<file path="src/hdl/stq_pkg.sv">
// ----------------------------------------------------------------------------
// stq_pkg
// Shared types and constants of the sorted timer event queue.
// ----------------------------------------------------------------------------
package stq_pkg;

  // Defaults of the top-level parameters
  localparam int unsigned DEPTH_DEF      = 32;
  localparam int unsigned TIME_WIDTH_DEF = 32;
  localparam int unsigned ID_WIDTH_DEF   = 16;

  // Most expired items sent for one tick
  localparam int unsigned MAX_RESULTS = 32;

  // Fixed payload widths on the channels
  localparam int unsigned REQ_W        = 2;
  localparam int unsigned FIELD_TIME_W = 32;
  localparam int unsigned FIELD_ID_W   = 16;
  localparam int unsigned JOB_W        = 16;
  localparam int unsigned KIND_W       = 3;

  typedef enum logic [REQ_W-1:0] {
    REQ_SCHEDULE = 2'd0,
    REQ_CANCEL   = 2'd1,
    REQ_TICK     = 2'd2,
    REQ_FLUSH    = 2'd3
  } req_e;

  typedef enum logic [KIND_W-1:0] {
    RESP_SCHEDULED = 3'd0,
    RESP_REFUSED   = 3'd1,
    RESP_CANCELLED = 3'd2,
    RESP_NOT_FOUND = 3'd3,
    RESP_EXPIRED   = 3'd4,
    RESP_FLUSHED   = 3'd5
  } resp_e;

  typedef enum logic [1:0] {
    ALU_ADD_SAT = 2'd0,
    ALU_GE      = 2'd1,
    ALU_EQ      = 2'd2
  } alu_op_e;

  typedef enum logic [2:0] {
    ST_IDLE      = 3'd0,
    ST_PREP      = 3'd1,
    ST_INS_WALK  = 3'd2,
    ST_INS_PUT   = 3'd3,
    ST_CAN_WALK  = 3'd4,
    ST_CAN_DONE  = 3'd5,
    ST_TICK_RD   = 3'd6,
    ST_TICK_EVAL = 3'd7
  } state_e;

endpackage

</file>
<file path="src/hdl/stq_req_if.sv">
// ----------------------------------------------------------------------------
// stq_req_if
// Request channel of the timer queue: valid/ready plus one request item.
// ----------------------------------------------------------------------------
interface stq_req_if
  import stq_pkg::*;
();
  logic                    valid;
  logic                    ready;
  logic [REQ_W-1:0]        req_type;
  logic [FIELD_TIME_W-1:0] now_time;
  logic [FIELD_TIME_W-1:0] timeout;
  logic                    is_relative;
  logic [JOB_W-1:0]        job_handle;
  logic                    persistent;
  logic [FIELD_ID_W-1:0]   cancel_id;

  modport source (
    output valid, req_type, now_time, timeout, is_relative, job_handle,
           persistent, cancel_id,
    input  ready
  );

  modport sink (
    input  valid, req_type, now_time, timeout, is_relative, job_handle,
           persistent, cancel_id,
    output ready
  );
endinterface

</file>
<file path="src/hdl/stq_resp_if.sv">
// ----------------------------------------------------------------------------
// stq_resp_if
// Response channel of the timer queue: valid/ready plus one result item.
// ----------------------------------------------------------------------------
interface stq_resp_if
  import stq_pkg::*;
();
  logic                  valid;
  logic                  ready;
  logic [KIND_W-1:0]     resp_kind;
  logic [FIELD_ID_W-1:0] event_id;
  logic [JOB_W-1:0]      job_out;
  logic                  persistent_out;
  logic                  last;

  modport source (
    output valid, resp_kind, event_id, job_out, persistent_out, last,
    input  ready
  );

  modport sink (
    input  valid, resp_kind, event_id, job_out, persistent_out, last,
    output ready
  );
endinterface

</file>
<file path="src/hdl/stq_ram.sv">
// ----------------------------------------------------------------------------
// stq_ram
// Generic single-write, single-read RAM with registered read data.
// ----------------------------------------------------------------------------
module stq_ram #(
  parameter int unsigned WIDTH = 8,
  parameter int unsigned DEPTH = 32
) (
  input  logic                     clk_i,
  input  logic                     wr_en_i,
  input  logic [$clog2(DEPTH)-1:0] wr_addr_i,
  input  logic [WIDTH-1:0]         wr_data_i,
  input  logic                     rd_en_i,
  input  logic [$clog2(DEPTH)-1:0] rd_addr_i,
  output logic [WIDTH-1:0]         rd_data_o
);

  logic [WIDTH-1:0] mem_q [DEPTH];

  always_ff @(posedge clk_i) begin
    if (wr_en_i) begin
      mem_q[wr_addr_i] <= wr_data_i;
    end
  end

  // read data holds while no read is issued
  always_ff @(posedge clk_i) begin
    if (rd_en_i) begin
      rd_data_o <= mem_q[rd_addr_i];
    end
  end

endmodule

</file>
<file path="src/hdl/stq_alu.sv">
// ----------------------------------------------------------------------------
// stq_alu
// Shared arithmetic unit: saturating add, unsigned greater-or-equal, equal.
// ----------------------------------------------------------------------------
module stq_alu
  import stq_pkg::*;
#(
  parameter int unsigned WIDTH     = 32,
  parameter int unsigned SAT_WIDTH = 32
) (
  input  alu_op_e          op_i,
  input  logic [WIDTH-1:0] a_i,
  input  logic [WIDTH-1:0] b_i,
  output logic [WIDTH-1:0] sum_o,
  output logic             flag_o
);

  localparam logic [WIDTH-1:0] SAT_MAX = WIDTH'({SAT_WIDTH{1'b1}});

  logic [WIDTH:0] sum_full;
  logic           ovf;

  assign sum_full = {1'b0, a_i} + {1'b0, b_i};
  // anything at or above the saturation width means overflow
  assign ovf      = |(sum_full >> SAT_WIDTH);
  assign sum_o    = ovf ? SAT_MAX : sum_full[WIDTH-1:0];

  always_comb begin
    case (op_i)
      ALU_GE:  flag_o = (a_i >= b_i);
      ALU_EQ:  flag_o = (a_i == b_i);
      default: flag_o = 1'b0;
    endcase
  end

endmodule

</file>
<file path="src/hdl/sorted_timer_event_queue.sv">
// Flush, refusal and cancel on an empty store load their result straight from
// prep; cancel walks every entry, schedule walks back from the tail over the
// entries at or after the new time, and tick reads and checks the head once per
// expired item until a later entry, an empty store or the result limit ends it.
// One request at a time; ready again once the sequencer is back in idle.
// Reset clears sequencer, count, next id, head and output valid, not the store.
// ----------------------------------------------------------------------------
// sorted_timer_event_queue
// Timer events kept sorted by expiry time in a circular RAM, walked by a
// small sequencer around one shared add/compare unit.
// ----------------------------------------------------------------------------
module sorted_timer_event_queue
  import stq_pkg::*;
#(
  parameter int unsigned DEPTH      = DEPTH_DEF,
  parameter int unsigned TIME_WIDTH = TIME_WIDTH_DEF,
  parameter int unsigned ID_WIDTH   = ID_WIDTH_DEF
) (
  input  logic       clk_i,
  input  logic       rst_ni,
  stq_req_if.sink    req_i,
  stq_resp_if.source resp_o
);

  localparam int unsigned IDX_W   = $clog2(DEPTH);
  localparam int unsigned CNT_W   = $clog2(DEPTH + 1);
  localparam int unsigned N_W     = $clog2(MAX_RESULTS + 1);
  localparam int unsigned ALU_W   = (TIME_WIDTH > ID_WIDTH) ? TIME_WIDTH : ID_WIDTH;
  localparam int unsigned ENTRY_W = TIME_WIDTH + ID_WIDTH + JOB_W + 1;

  // ring position of a logical index counted from the head
  function automatic logic [IDX_W-1:0] phys(input logic [IDX_W-1:0] h,
                                            input logic [IDX_W-1:0] i);
    logic [IDX_W:0] s;
    s = {1'b0, h} + {1'b0, i};
    if (s >= (IDX_W+1)'(DEPTH)) begin
      s = s - (IDX_W+1)'(DEPTH);
    end
    return s[IDX_W-1:0];
  endfunction

  state_e state_q, state_d;

  // latched request
  req_e                  req_q;
  logic [TIME_WIDTH-1:0] now_q, tmo_q;
  logic                  rel_q, pers_q;
  logic [JOB_W-1:0]      job_q;
  logic [ID_WIDTH-1:0]   cid_q;

  // queue control
  logic [TIME_WIDTH-1:0] t_q, t_d;
  logic [IDX_W-1:0]      head_q, head_d;
  logic [CNT_W-1:0]      count_q, count_d;
  logic [ID_WIDTH-1:0]   next_id_q, next_id_d;
  logic [IDX_W-1:0]      idx_q, idx_d;
  logic [IDX_W-1:0]      put_q, put_d;
  logic                  found_q, found_d;
  logic [JOB_W-1:0]      fjob_q, fjob_d;
  logic [N_W-1:0]        n_q, n_d;

  // expired item held back until we know whether it is the last one
  logic                  pend_q, pend_d;
  logic [ID_WIDTH-1:0]   pend_id_q, pend_id_d;
  logic [JOB_W-1:0]      pend_job_q, pend_job_d;
  logic                  pend_pers_q, pend_pers_d;

  // output register
  logic                  ov_q;
  resp_e                 o_kind_q, o_kind_d;
  logic [FIELD_ID_W-1:0] o_id_q, o_id_d;
  logic [JOB_W-1:0]      o_job_q, o_job_d;
  logic                  o_pers_q, o_pers_d;
  logic                  o_last_q, o_last_d;
  logic                  out_load, out_free;

  // RAM
  logic                  rd_en, wr_en;
  logic [IDX_W-1:0]      rd_lidx, wr_lidx;
  logic [ENTRY_W-1:0]    wr_data, rd_data;
  logic [TIME_WIDTH-1:0] rd_time;
  logic [ID_WIDTH-1:0]   rd_id;
  logic [JOB_W-1:0]      rd_job;
  logic                  rd_pers;

  // shared unit
  alu_op_e               alu_op;
  logic [ALU_W-1:0]      alu_a, alu_b, alu_sum;
  logic                  alu_flag;

  logic                  req_acc;
  logic                  walk_end;
  logic                  tick_stop;

  assign rd_pers = rd_data[0];
  assign rd_job  = rd_data[JOB_W:1];
  assign rd_id   = rd_data[JOB_W+ID_WIDTH:JOB_W+1];
  assign rd_time = rd_data[ENTRY_W-1:JOB_W+ID_WIDTH+1];

  assign req_i.ready = (state_q == ST_IDLE);
  assign req_acc     = req_i.valid && req_i.ready;
  assign out_free    = !ov_q || resp_o.ready;
  assign walk_end    = ((CNT_W'(idx_q) + CNT_W'(1)) == count_q);
  assign tick_stop   = (count_q == '0) || (n_q == N_W'(MAX_RESULTS));

  stq_ram #(
    .WIDTH (ENTRY_W),
    .DEPTH (DEPTH)
  ) u_ram (
    .clk_i     (clk_i),
    .wr_en_i   (wr_en),
    .wr_addr_i (phys(head_q, wr_lidx)),
    .wr_data_i (wr_data),
    .rd_en_i   (rd_en),
    .rd_addr_i (phys(head_q, rd_lidx)),
    .rd_data_o (rd_data)
  );

  stq_alu #(
    .WIDTH     (ALU_W),
    .SAT_WIDTH (TIME_WIDTH)
  ) u_alu (
    .op_i   (alu_op),
    .a_i    (alu_a),
    .b_i    (alu_b),
    .sum_o  (alu_sum),
    .flag_o (alu_flag)
  );

  // next state
  always_comb begin
    state_d = state_q;
    case (state_q)
      ST_IDLE: begin
        if (req_acc) state_d = ST_PREP;
      end
      ST_PREP: begin
        case (req_q)
          REQ_SCHEDULE: begin
            if (count_q == CNT_W'(DEPTH)) begin
              if (out_free) state_d = ST_IDLE;
            end else if (count_q == '0) begin
              state_d = ST_INS_PUT;
            end else begin
              state_d = ST_INS_WALK;
            end
          end
          REQ_CANCEL: begin
            if (count_q == '0) begin
              if (out_free) state_d = ST_IDLE;
            end else begin
              state_d = ST_CAN_WALK;
            end
          end
          REQ_TICK: state_d = ST_TICK_RD;
          default: begin
            if (out_free) state_d = ST_IDLE;
          end
        endcase
      end
      ST_INS_WALK: begin
        if (!alu_flag || idx_q == '0) state_d = ST_INS_PUT;
      end
      ST_INS_PUT: begin
        if (out_free) state_d = ST_IDLE;
      end
      ST_CAN_WALK: begin
        if (walk_end) state_d = ST_CAN_DONE;
      end
      ST_CAN_DONE: begin
        if (out_free) state_d = ST_IDLE;
      end
      ST_TICK_RD: begin
        if (tick_stop) begin
          if (!pend_q || out_free) state_d = ST_IDLE;
        end else begin
          state_d = ST_TICK_EVAL;
        end
      end
      ST_TICK_EVAL: begin
        if (alu_flag) begin
          if (!pend_q || out_free) state_d = ST_TICK_RD;
        end else if (!pend_q || out_free) begin
          state_d = ST_IDLE;
        end
      end
      default: state_d = ST_IDLE;
    endcase
  end

  // datapath and memory control
  always_comb begin
    t_d         = t_q;
    head_d      = head_q;
    count_d     = count_q;
    next_id_d   = next_id_q;
    idx_d       = idx_q;
    put_d       = put_q;
    found_d     = found_q;
    fjob_d      = fjob_q;
    n_d         = n_q;
    pend_d      = pend_q;
    pend_id_d   = pend_id_q;
    pend_job_d  = pend_job_q;
    pend_pers_d = pend_pers_q;

    rd_en   = 1'b0;
    rd_lidx = idx_q;
    wr_en   = 1'b0;
    wr_lidx = idx_q;
    wr_data = rd_data;

    alu_op = ALU_GE;
    alu_a  = ALU_W'(rd_time);
    alu_b  = ALU_W'(t_q);

    out_load = 1'b0;
    o_kind_d = RESP_SCHEDULED;
    o_id_d   = '0;
    o_job_d  = '0;
    o_pers_d = 1'b0;
    o_last_d = 1'b1;

    case (state_q)
      ST_PREP: begin
        alu_op = ALU_ADD_SAT;
        alu_a  = ALU_W'(now_q);
        alu_b  = ALU_W'(tmo_q);
        t_d    = rel_q ? alu_sum[TIME_WIDTH-1:0] : tmo_q;
        case (req_q)
          REQ_SCHEDULE: begin
            if (count_q == CNT_W'(DEPTH)) begin
              out_load = out_free;
              o_kind_d = RESP_REFUSED;
            end else if (count_q == '0) begin
              put_d = '0;
            end else begin
              // walk from the tail toward the head
              rd_en   = 1'b1;
              rd_lidx = IDX_W'(count_q - CNT_W'(1));
              idx_d   = rd_lidx;
            end
          end
          REQ_CANCEL: begin
            found_d = 1'b0;
            if (count_q == '0) begin
              out_load = out_free;
              o_kind_d = RESP_NOT_FOUND;
              o_id_d   = FIELD_ID_W'(cid_q);
            end else begin
              rd_en   = 1'b1;
              rd_lidx = '0;
              idx_d   = '0;
            end
          end
          REQ_TICK: begin
            n_d    = '0;
            pend_d = 1'b0;
          end
          default: begin
            out_load = out_free;
            o_kind_d = RESP_FLUSHED;
            if (out_free) count_d = '0;
          end
        endcase
      end
      ST_INS_WALK: begin
        // entry time >= new time: move it one place back
        if (alu_flag) begin
          wr_en   = 1'b1;
          wr_lidx = idx_q + IDX_W'(1);
          if (idx_q == '0) begin
            put_d = '0;
          end else begin
            rd_en   = 1'b1;
            rd_lidx = idx_q - IDX_W'(1);
            idx_d   = rd_lidx;
          end
        end else begin
          put_d = idx_q + IDX_W'(1);
        end
      end
      ST_INS_PUT: begin
        if (out_free) begin
          wr_en     = 1'b1;
          wr_lidx   = put_q;
          wr_data   = {t_q, next_id_q, job_q, pers_q};
          count_d   = count_q + CNT_W'(1);
          next_id_d = next_id_q + ID_WIDTH'(1);
          out_load  = 1'b1;
          o_kind_d  = RESP_SCHEDULED;
          o_id_d    = FIELD_ID_W'(next_id_q);
        end
      end
      ST_CAN_WALK: begin
        alu_op = ALU_EQ;
        alu_a  = ALU_W'(rd_id);
        alu_b  = ALU_W'(cid_q);
        if (found_q) begin
          // close the gap behind the removed entry
          wr_en   = 1'b1;
          wr_lidx = idx_q - IDX_W'(1);
        end else if (alu_flag) begin
          found_d = 1'b1;
          fjob_d  = rd_job;
        end
        if (!walk_end) begin
          rd_en   = 1'b1;
          rd_lidx = idx_q + IDX_W'(1);
          idx_d   = rd_lidx;
        end
      end
      ST_CAN_DONE: begin
        out_load = out_free;
        o_id_d   = FIELD_ID_W'(cid_q);
        if (found_q) begin
          o_kind_d = RESP_CANCELLED;
          o_job_d  = fjob_q;
          if (out_free) count_d = count_q - CNT_W'(1);
        end else begin
          o_kind_d = RESP_NOT_FOUND;
        end
      end
      ST_TICK_RD: begin
        o_kind_d = RESP_EXPIRED;
        o_id_d   = FIELD_ID_W'(pend_id_q);
        o_job_d  = pend_job_q;
        o_pers_d = pend_pers_q;
        if (tick_stop) begin
          out_load = pend_q && out_free;
        end else begin
          rd_en   = 1'b1;
          rd_lidx = '0;
        end
      end
      ST_TICK_EVAL: begin
        alu_a    = ALU_W'(now_q);
        alu_b    = ALU_W'(rd_time);
        o_kind_d = RESP_EXPIRED;
        o_id_d   = FIELD_ID_W'(pend_id_q);
        o_job_d  = pend_job_q;
        o_pers_d = pend_pers_q;
        if (alu_flag) begin
          // head is due: send the held item, hold this one
          o_last_d = 1'b0;
          if (!pend_q || out_free) begin
            out_load    = pend_q;
            pend_d      = 1'b1;
            pend_id_d   = rd_id;
            pend_job_d  = rd_job;
            pend_pers_d = rd_pers;
            head_d      = phys(head_q, IDX_W'(1));
            count_d     = count_q - CNT_W'(1);
            n_d         = n_q + N_W'(1);
          end
        end else begin
          out_load = pend_q && out_free;
        end
      end
      default: ;
    endcase
  end

  // control registers
  always_ff @(posedge clk_i or negedge rst_ni) begin
    if (!rst_ni) begin
      state_q   <= ST_IDLE;
      head_q    <= '0;
      count_q   <= '0;
      next_id_q <= '0;
      pend_q    <= 1'b0;
      ov_q      <= 1'b0;
    end else begin
      state_q   <= state_d;
      head_q    <= head_d;
      count_q   <= count_d;
      next_id_q <= next_id_d;
      pend_q    <= pend_d;
      if (out_load) begin
        ov_q <= 1'b1;
      end else if (resp_o.ready) begin
        ov_q <= 1'b0;
      end
    end
  end

  // payload registers
  always_ff @(posedge clk_i) begin
    if (req_acc) begin
      req_q  <= req_e'(req_i.req_type);
      now_q  <= TIME_WIDTH'(req_i.now_time);
      tmo_q  <= TIME_WIDTH'(req_i.timeout);
      rel_q  <= req_i.is_relative;
      job_q  <= req_i.job_handle;
      pers_q <= req_i.persistent;
      cid_q  <= ID_WIDTH'(req_i.cancel_id);
    end
    t_q         <= t_d;
    idx_q       <= idx_d;
    put_q       <= put_d;
    found_q     <= found_d;
    fjob_q      <= fjob_d;
    n_q         <= n_d;
    pend_id_q   <= pend_id_d;
    pend_job_q  <= pend_job_d;
    pend_pers_q <= pend_pers_d;
    if (out_load) begin
      o_kind_q <= o_kind_d;
      o_id_q   <= o_id_d;
      o_job_q  <= o_job_d;
      o_pers_q <= o_pers_d;
      o_last_q <= o_last_d;
    end
  end

  assign resp_o.valid          = ov_q;
  assign resp_o.resp_kind      = o_kind_q;
  assign resp_o.event_id       = o_id_q;
  assign resp_o.job_out        = o_job_q;
  assign resp_o.persistent_out = o_pers_q;
  assign resp_o.last           = o_last_q;

endmodule

</file>
<file path="src/flat_wrapper.sv">
// flat-port wrapper written by rule: the top's interface ports become plain ports
module sorted_timer_event_queue_flat import stq_pkg::*;
#(
  parameter int unsigned DEPTH      = DEPTH_DEF,
  parameter int unsigned TIME_WIDTH = TIME_WIDTH_DEF,
  parameter int unsigned ID_WIDTH   = ID_WIDTH_DEF
)
  (clk_i, rst_ni, req_i_valid, req_i_req_type, req_i_now_time, req_i_timeout, req_i_is_relative, req_i_job_handle, req_i_persistent, req_i_cancel_id, req_i_ready, resp_o_valid, resp_o_resp_kind, resp_o_event_id, resp_o_job_out, resp_o_persistent_out, resp_o_last, resp_o_ready);
  stq_req_if req_i_i ();
  stq_resp_if resp_o_i ();
  input  logic clk_i;
  input  logic rst_ni;
  input wire logic [$bits(req_i_i.valid)-1:0] req_i_valid;
  input wire logic [$bits(req_i_i.req_type)-1:0] req_i_req_type;
  input wire logic [$bits(req_i_i.now_time)-1:0] req_i_now_time;
  input wire logic [$bits(req_i_i.timeout)-1:0] req_i_timeout;
  input wire logic [$bits(req_i_i.is_relative)-1:0] req_i_is_relative;
  input wire logic [$bits(req_i_i.job_handle)-1:0] req_i_job_handle;
  input wire logic [$bits(req_i_i.persistent)-1:0] req_i_persistent;
  input wire logic [$bits(req_i_i.cancel_id)-1:0] req_i_cancel_id;
  output wire logic [$bits(req_i_i.ready)-1:0] req_i_ready;
  output wire logic [$bits(resp_o_i.valid)-1:0] resp_o_valid;
  output wire logic [$bits(resp_o_i.resp_kind)-1:0] resp_o_resp_kind;
  output wire logic [$bits(resp_o_i.event_id)-1:0] resp_o_event_id;
  output wire logic [$bits(resp_o_i.job_out)-1:0] resp_o_job_out;
  output wire logic [$bits(resp_o_i.persistent_out)-1:0] resp_o_persistent_out;
  output wire logic [$bits(resp_o_i.last)-1:0] resp_o_last;
  input wire logic [$bits(resp_o_i.ready)-1:0] resp_o_ready;
  assign req_i_i.valid = req_i_valid;
  assign req_i_i.req_type = req_i_req_type;
  assign req_i_i.now_time = req_i_now_time;
  assign req_i_i.timeout = req_i_timeout;
  assign req_i_i.is_relative = req_i_is_relative;
  assign req_i_i.job_handle = req_i_job_handle;
  assign req_i_i.persistent = req_i_persistent;
  assign req_i_i.cancel_id = req_i_cancel_id;
  assign req_i_ready = req_i_i.ready;
  assign resp_o_valid = resp_o_i.valid;
  assign resp_o_resp_kind = resp_o_i.resp_kind;
  assign resp_o_event_id = resp_o_i.event_id;
  assign resp_o_job_out = resp_o_i.job_out;
  assign resp_o_persistent_out = resp_o_i.persistent_out;
  assign resp_o_last = resp_o_i.last;
  assign resp_o_i.ready = resp_o_ready;
  sorted_timer_event_queue #(.DEPTH(DEPTH), .TIME_WIDTH(TIME_WIDTH), .ID_WIDTH(ID_WIDTH)) u_core (.clk_i(clk_i), .rst_ni(rst_ni), .req_i(req_i_i), .resp_o(resp_o_i));
endmodule
</file>
<file path="config.mk">
export PLATFORM = sky130hd
export DESIGN_NAME = sorted_timer_event_queue_flat
export DESIGN_NICKNAME = d
export VERILOG_FILES = /design/src/hdl/stq_pkg.sv /design/src/hdl/stq_req_if.sv /design/src/hdl/stq_resp_if.sv /design/src/hdl/stq_ram.sv /design/src/hdl/stq_alu.sv /design/src/hdl/sorted_timer_event_queue.sv /design/src/flat_wrapper.sv
export SDC_FILE = /design/constraint.sdc
export NUM_CORES = 2
export LEC_CHECK = 0
export BUFFER_PORTS_ARGS = -buffer_cell sky130_fd_sc_hd__buf_4
export CORE_UTILIZATION = 55
export DETAILED_ROUTE_END_ITERATION = 8
export GPL_TIMING_DRIVEN = 0
export HOLD_SLACK_MARGIN = 0.08
export PLACE_DENSITY_LB_ADDON = 0.25
export SKIP_LAST_GASP = 1
export SLEW_MARGIN = 40
export SYNTH_ARGS = -nofsm -noshare
export SYNTH_HDL_FRONTEND = slang
export SYNTH_HIERARCHICAL = 1
export SYNTH_SLANG_ARGS = --single-unit
</file>
<file path="constraint.sdc">
create_clock -name clk_i -period 26.4 [get_ports clk_i]
set_input_delay 2.64 -clock clk_i [delete_from_list [all_inputs] [get_ports clk_i]]
set_output_delay 2.64 -clock clk_i [all_outputs]
set_load 0.02 [all_outputs]
</file>
==> reports/metrics.yaml <==
outcome:
  status: "completed"
timing:
  fin_tns_setup_ns: 0
  skew_ns: 0.0522
  final.period_utilization: 0.422
  rsz0062_at_grt: "no"
  finalHoldViolCount: 0
  slew_viol_final: 0
  timing.slew.headroom: 0.410
  setup-violations-final: 0
  tightest_slew_ns: 0.884
  period_needed_ns: 11.15
  max_freq_ghz: 0.0897
hold_path:
  min_path_type: "reg -> reg"
  holdPathStages: 0
  min_from: "u_core/u_ram/rd_data_o[5]$_DFFE_PP_"
  min_to: "u_core/pend_job_q[4]$_DFFE_PP_"
yosys:
  async_flop_share: 0.0133
  synth_ff_type: "edfxtp_1"
  synth_area_mm2: 0.0975
  yosysWarnings: 6
  synthDistinctLibCells: 101
  syn_inst: 4763
  ys_seq_elements: 2412
  ys_seq_area_frac: 0.741
  synth_edf_count: 2380
  synth_fp_nets: 4953
  avgSynthCellArea_um2: 20.5
global_routing:
  grt_pass1_vias: 53400
  gr-usage-all-layers: 0.335
  grt_max_degree: 45
  antenna_found_initial: 7
  grt_first_pass_wirelength_um: 411000
  grt_overflow: 0
worst_setup_path:
  slowest_delay_ns: 0.70
  r2r_cells: 32
  r2r_setup_slack_ns: 15.25
  end_kind: "flip-flop"
  cp_common_cell: "buf_2"
  crit_type: "reg -> reg"
  crit_fanout: 10
  r2r-start: "u_core/state_q[2]$_DFFE_PN0P_"
  startpoint_type: "flip-flop"
  path_buf_inv: 11
  cp_data_required_time_ns: 26.97
  critPathTopFamily: "buffers and inverters"
  slowest_stage: "a221oi_1"
  crit_arrival_ns: 11.72
  timing.rr.end: "u_core/u_ram/rd_data_o[36]$_DFFE_PP_"
floorplanning:
  row_count: 154
  die-width_um: 423
  floorplan.die_area_mm2: 0.179
  die_h_um: 423
  initial_core_util: 0.553
  core_mm2: 0.176
  ios: 143
cells_and_area:
  final_cell_mix: "2,380 x edfxtp_1, 611 x mux4_2, 230 x clkbuf_16"
  nets: 5595
  fillers: 11200
  layout_commonest_cell: "edfxtp_1"
  area_delta_synth_final_pct: 17.9
  drive_gt1_frac: 0.320
  finalNonFillerCells: 7943
detailed_routing:
  first_pass_iters: 7
  drt-total-wl_um: 298000
  drtAntennaViolNets: 0
  wire_per_inst_um: 37.5
  drt_iter0_markers: 9300
  vias: 54300
  viasPerCell: 6.83
  route.detailed.drc: 0
clock_tree:
  path_clk_slew_ns: 0.06
  ctsResizeCount: 0
  cts-root-buf: "clkbuf_16"
  cts.htree.levels: 4
  hold_buffers: 0
  postCtsSetupBuffers: 0
  insertion_delay_ns: 0.89
  clk_path_buf_depth: 3
  cts_tree: "built"
  cts.sinks: 2412
  cts_buffers: 229
placement:
  routabilityCongestion: 0.913
  portBuffers: 142
  dp_hpwl_um: 206000
  dp.cells: 7512
run:
  max_cap_viol_count: 0
-- state kept, by name, summed over array words and instances (netlist names), 6 cells and up --
signal,count
u_core/now_q,32
u_core/job_q,16
u_core/u_ram/mem_q,2080
u_core/n_q,6
u_core/cid_q,16
u_core/pend_job_q,16
u_core/resp_o.job_out,16
u_core/count_q,6
u_core/pend_id_q,16
u_core/t_q,32
u_core/u_ram/rd_data_o,65
u_core/next_id_q,16
u_core/resp_o.event_id,16
u_core/fjob_q,16
u_core/tmo_q,32
-- cells in the mapped netlist (17+ instances only) --
cell type  count  share of area
a21o_1        17         0.0013
a21oi_1       93         0.0048
a22o_1        32         0.0029
a22oi_1       41         0.0032
a31oi_1       26         0.0017
buf_1         25        0.00096
buf_2         81         0.0042
clkbuf_1     123         0.0047
dfrtp_1       32         0.0082
edfxtp_1    2380           0.73
ha_1          83          0.011
inv_1        104         0.0040
mux2_2       157          0.018
mux2i_1       44         0.0045
mux4_2       611           0.14
nand2_1      169         0.0065
nand3_1       34         0.0017
nor2_1       178         0.0069
nor2b_1       19         0.0012
nor3_1        28         0.0014
o21ai_0       77         0.0040
o22ai_1       31         0.0020
o31ai_1       35         0.0027
xnor2_1       44         0.0040
xor2_1        18         0.0016
-- per-layer routing --
metal  global-route usage  share of wire  vias to the layer above
met5                    0       0.000091                        -
met4                0.164          0.056                        4
met3               0.0818           0.13                      732
met2                0.510           0.46                     4131
met1                0.457           0.36                    28300
li1                     -              -                    21100
-- cell families after synthesis --
family | synth area share
and+or+nand+nor | 0.0268
xor gates and xnor gates | 0.00574
adders and majority gates | 0.0113
buffers and inverters | 0.0168
muxes | 0.164
AOI/OAI and AO/OA | 0.0340
DFF | 0.741
-- through the flow --
stage | setup slack [ns] | area [um^2] | utilization | hold WS [ns]
6_report | 15.25 | 115000 | 0.653 | 0.489
5_1_grt | 14.95 | 115000 | 0.653 | 0.508
4_1_cts | 15.53 | 115000 | 0.652 | 0.488
3_5_place_dp | 15.63 | 108000 | 0.610 | 0.473
3_3_place_gp | 5.33 | 101000 | 0.576 | 0.451
2_1_floorplan | 16.33 | 97500 | - | 0.422
-- final cells by class --
cell class,instances,area [um^2],share of cell area
Timing Repair Buffer,411,6570,0.0571
Clock buffer,276,5940,0.0517
Buffer,255,1330,0.0116
Inverter,106,398,0.00346
Sequential cell,2412,72300,0.629
Clock inverter,148,1440,0.0125
Tap cell,2340,2930,0.0255
Antenna cell,5,12.5,0.000109
Multi-Input combinational cell,1990,24100,0.209
-- how the worst max path moves through the flow --
stage                     slack (ns)                     startpoint  cells past startpoint                                   end
after detailed placement       15.63  u_core/state_q[1]$_DFFE_PN0P_                     32  u_core/u_ram/rd_data_o[36]$_DFFE_PP_
after floorplan                16.33  u_core/state_q[2]$_DFFE_PN0P_                     30   u_core/u_ram/mem_q[17][0]$_DFFE_PP_
after global placement          5.33  u_core/count_q[0]$_DFFE_PN0P_                      5   u_core/u_ram/rd_data_o[4]$_DFFE_PP_
after global routing           14.95  u_core/state_q[2]$_DFFE_PN0P_                     33  u_core/u_ram/rd_data_o[36]$_DFFE_PP_
after CTS                      15.53  u_core/state_q[1]$_DFFE_PN0P_                     32  u_core/u_ram/rd_data_o[36]$_DFFE_PP_
final                          15.25  u_core/state_q[2]$_DFFE_PN0P_                     32  u_core/u_ram/rd_data_o[36]$_DFFE_PP_
Power is not shown: default switching activity piles up to over one toggle a cycle in this logic, so the estimate is an artifact.
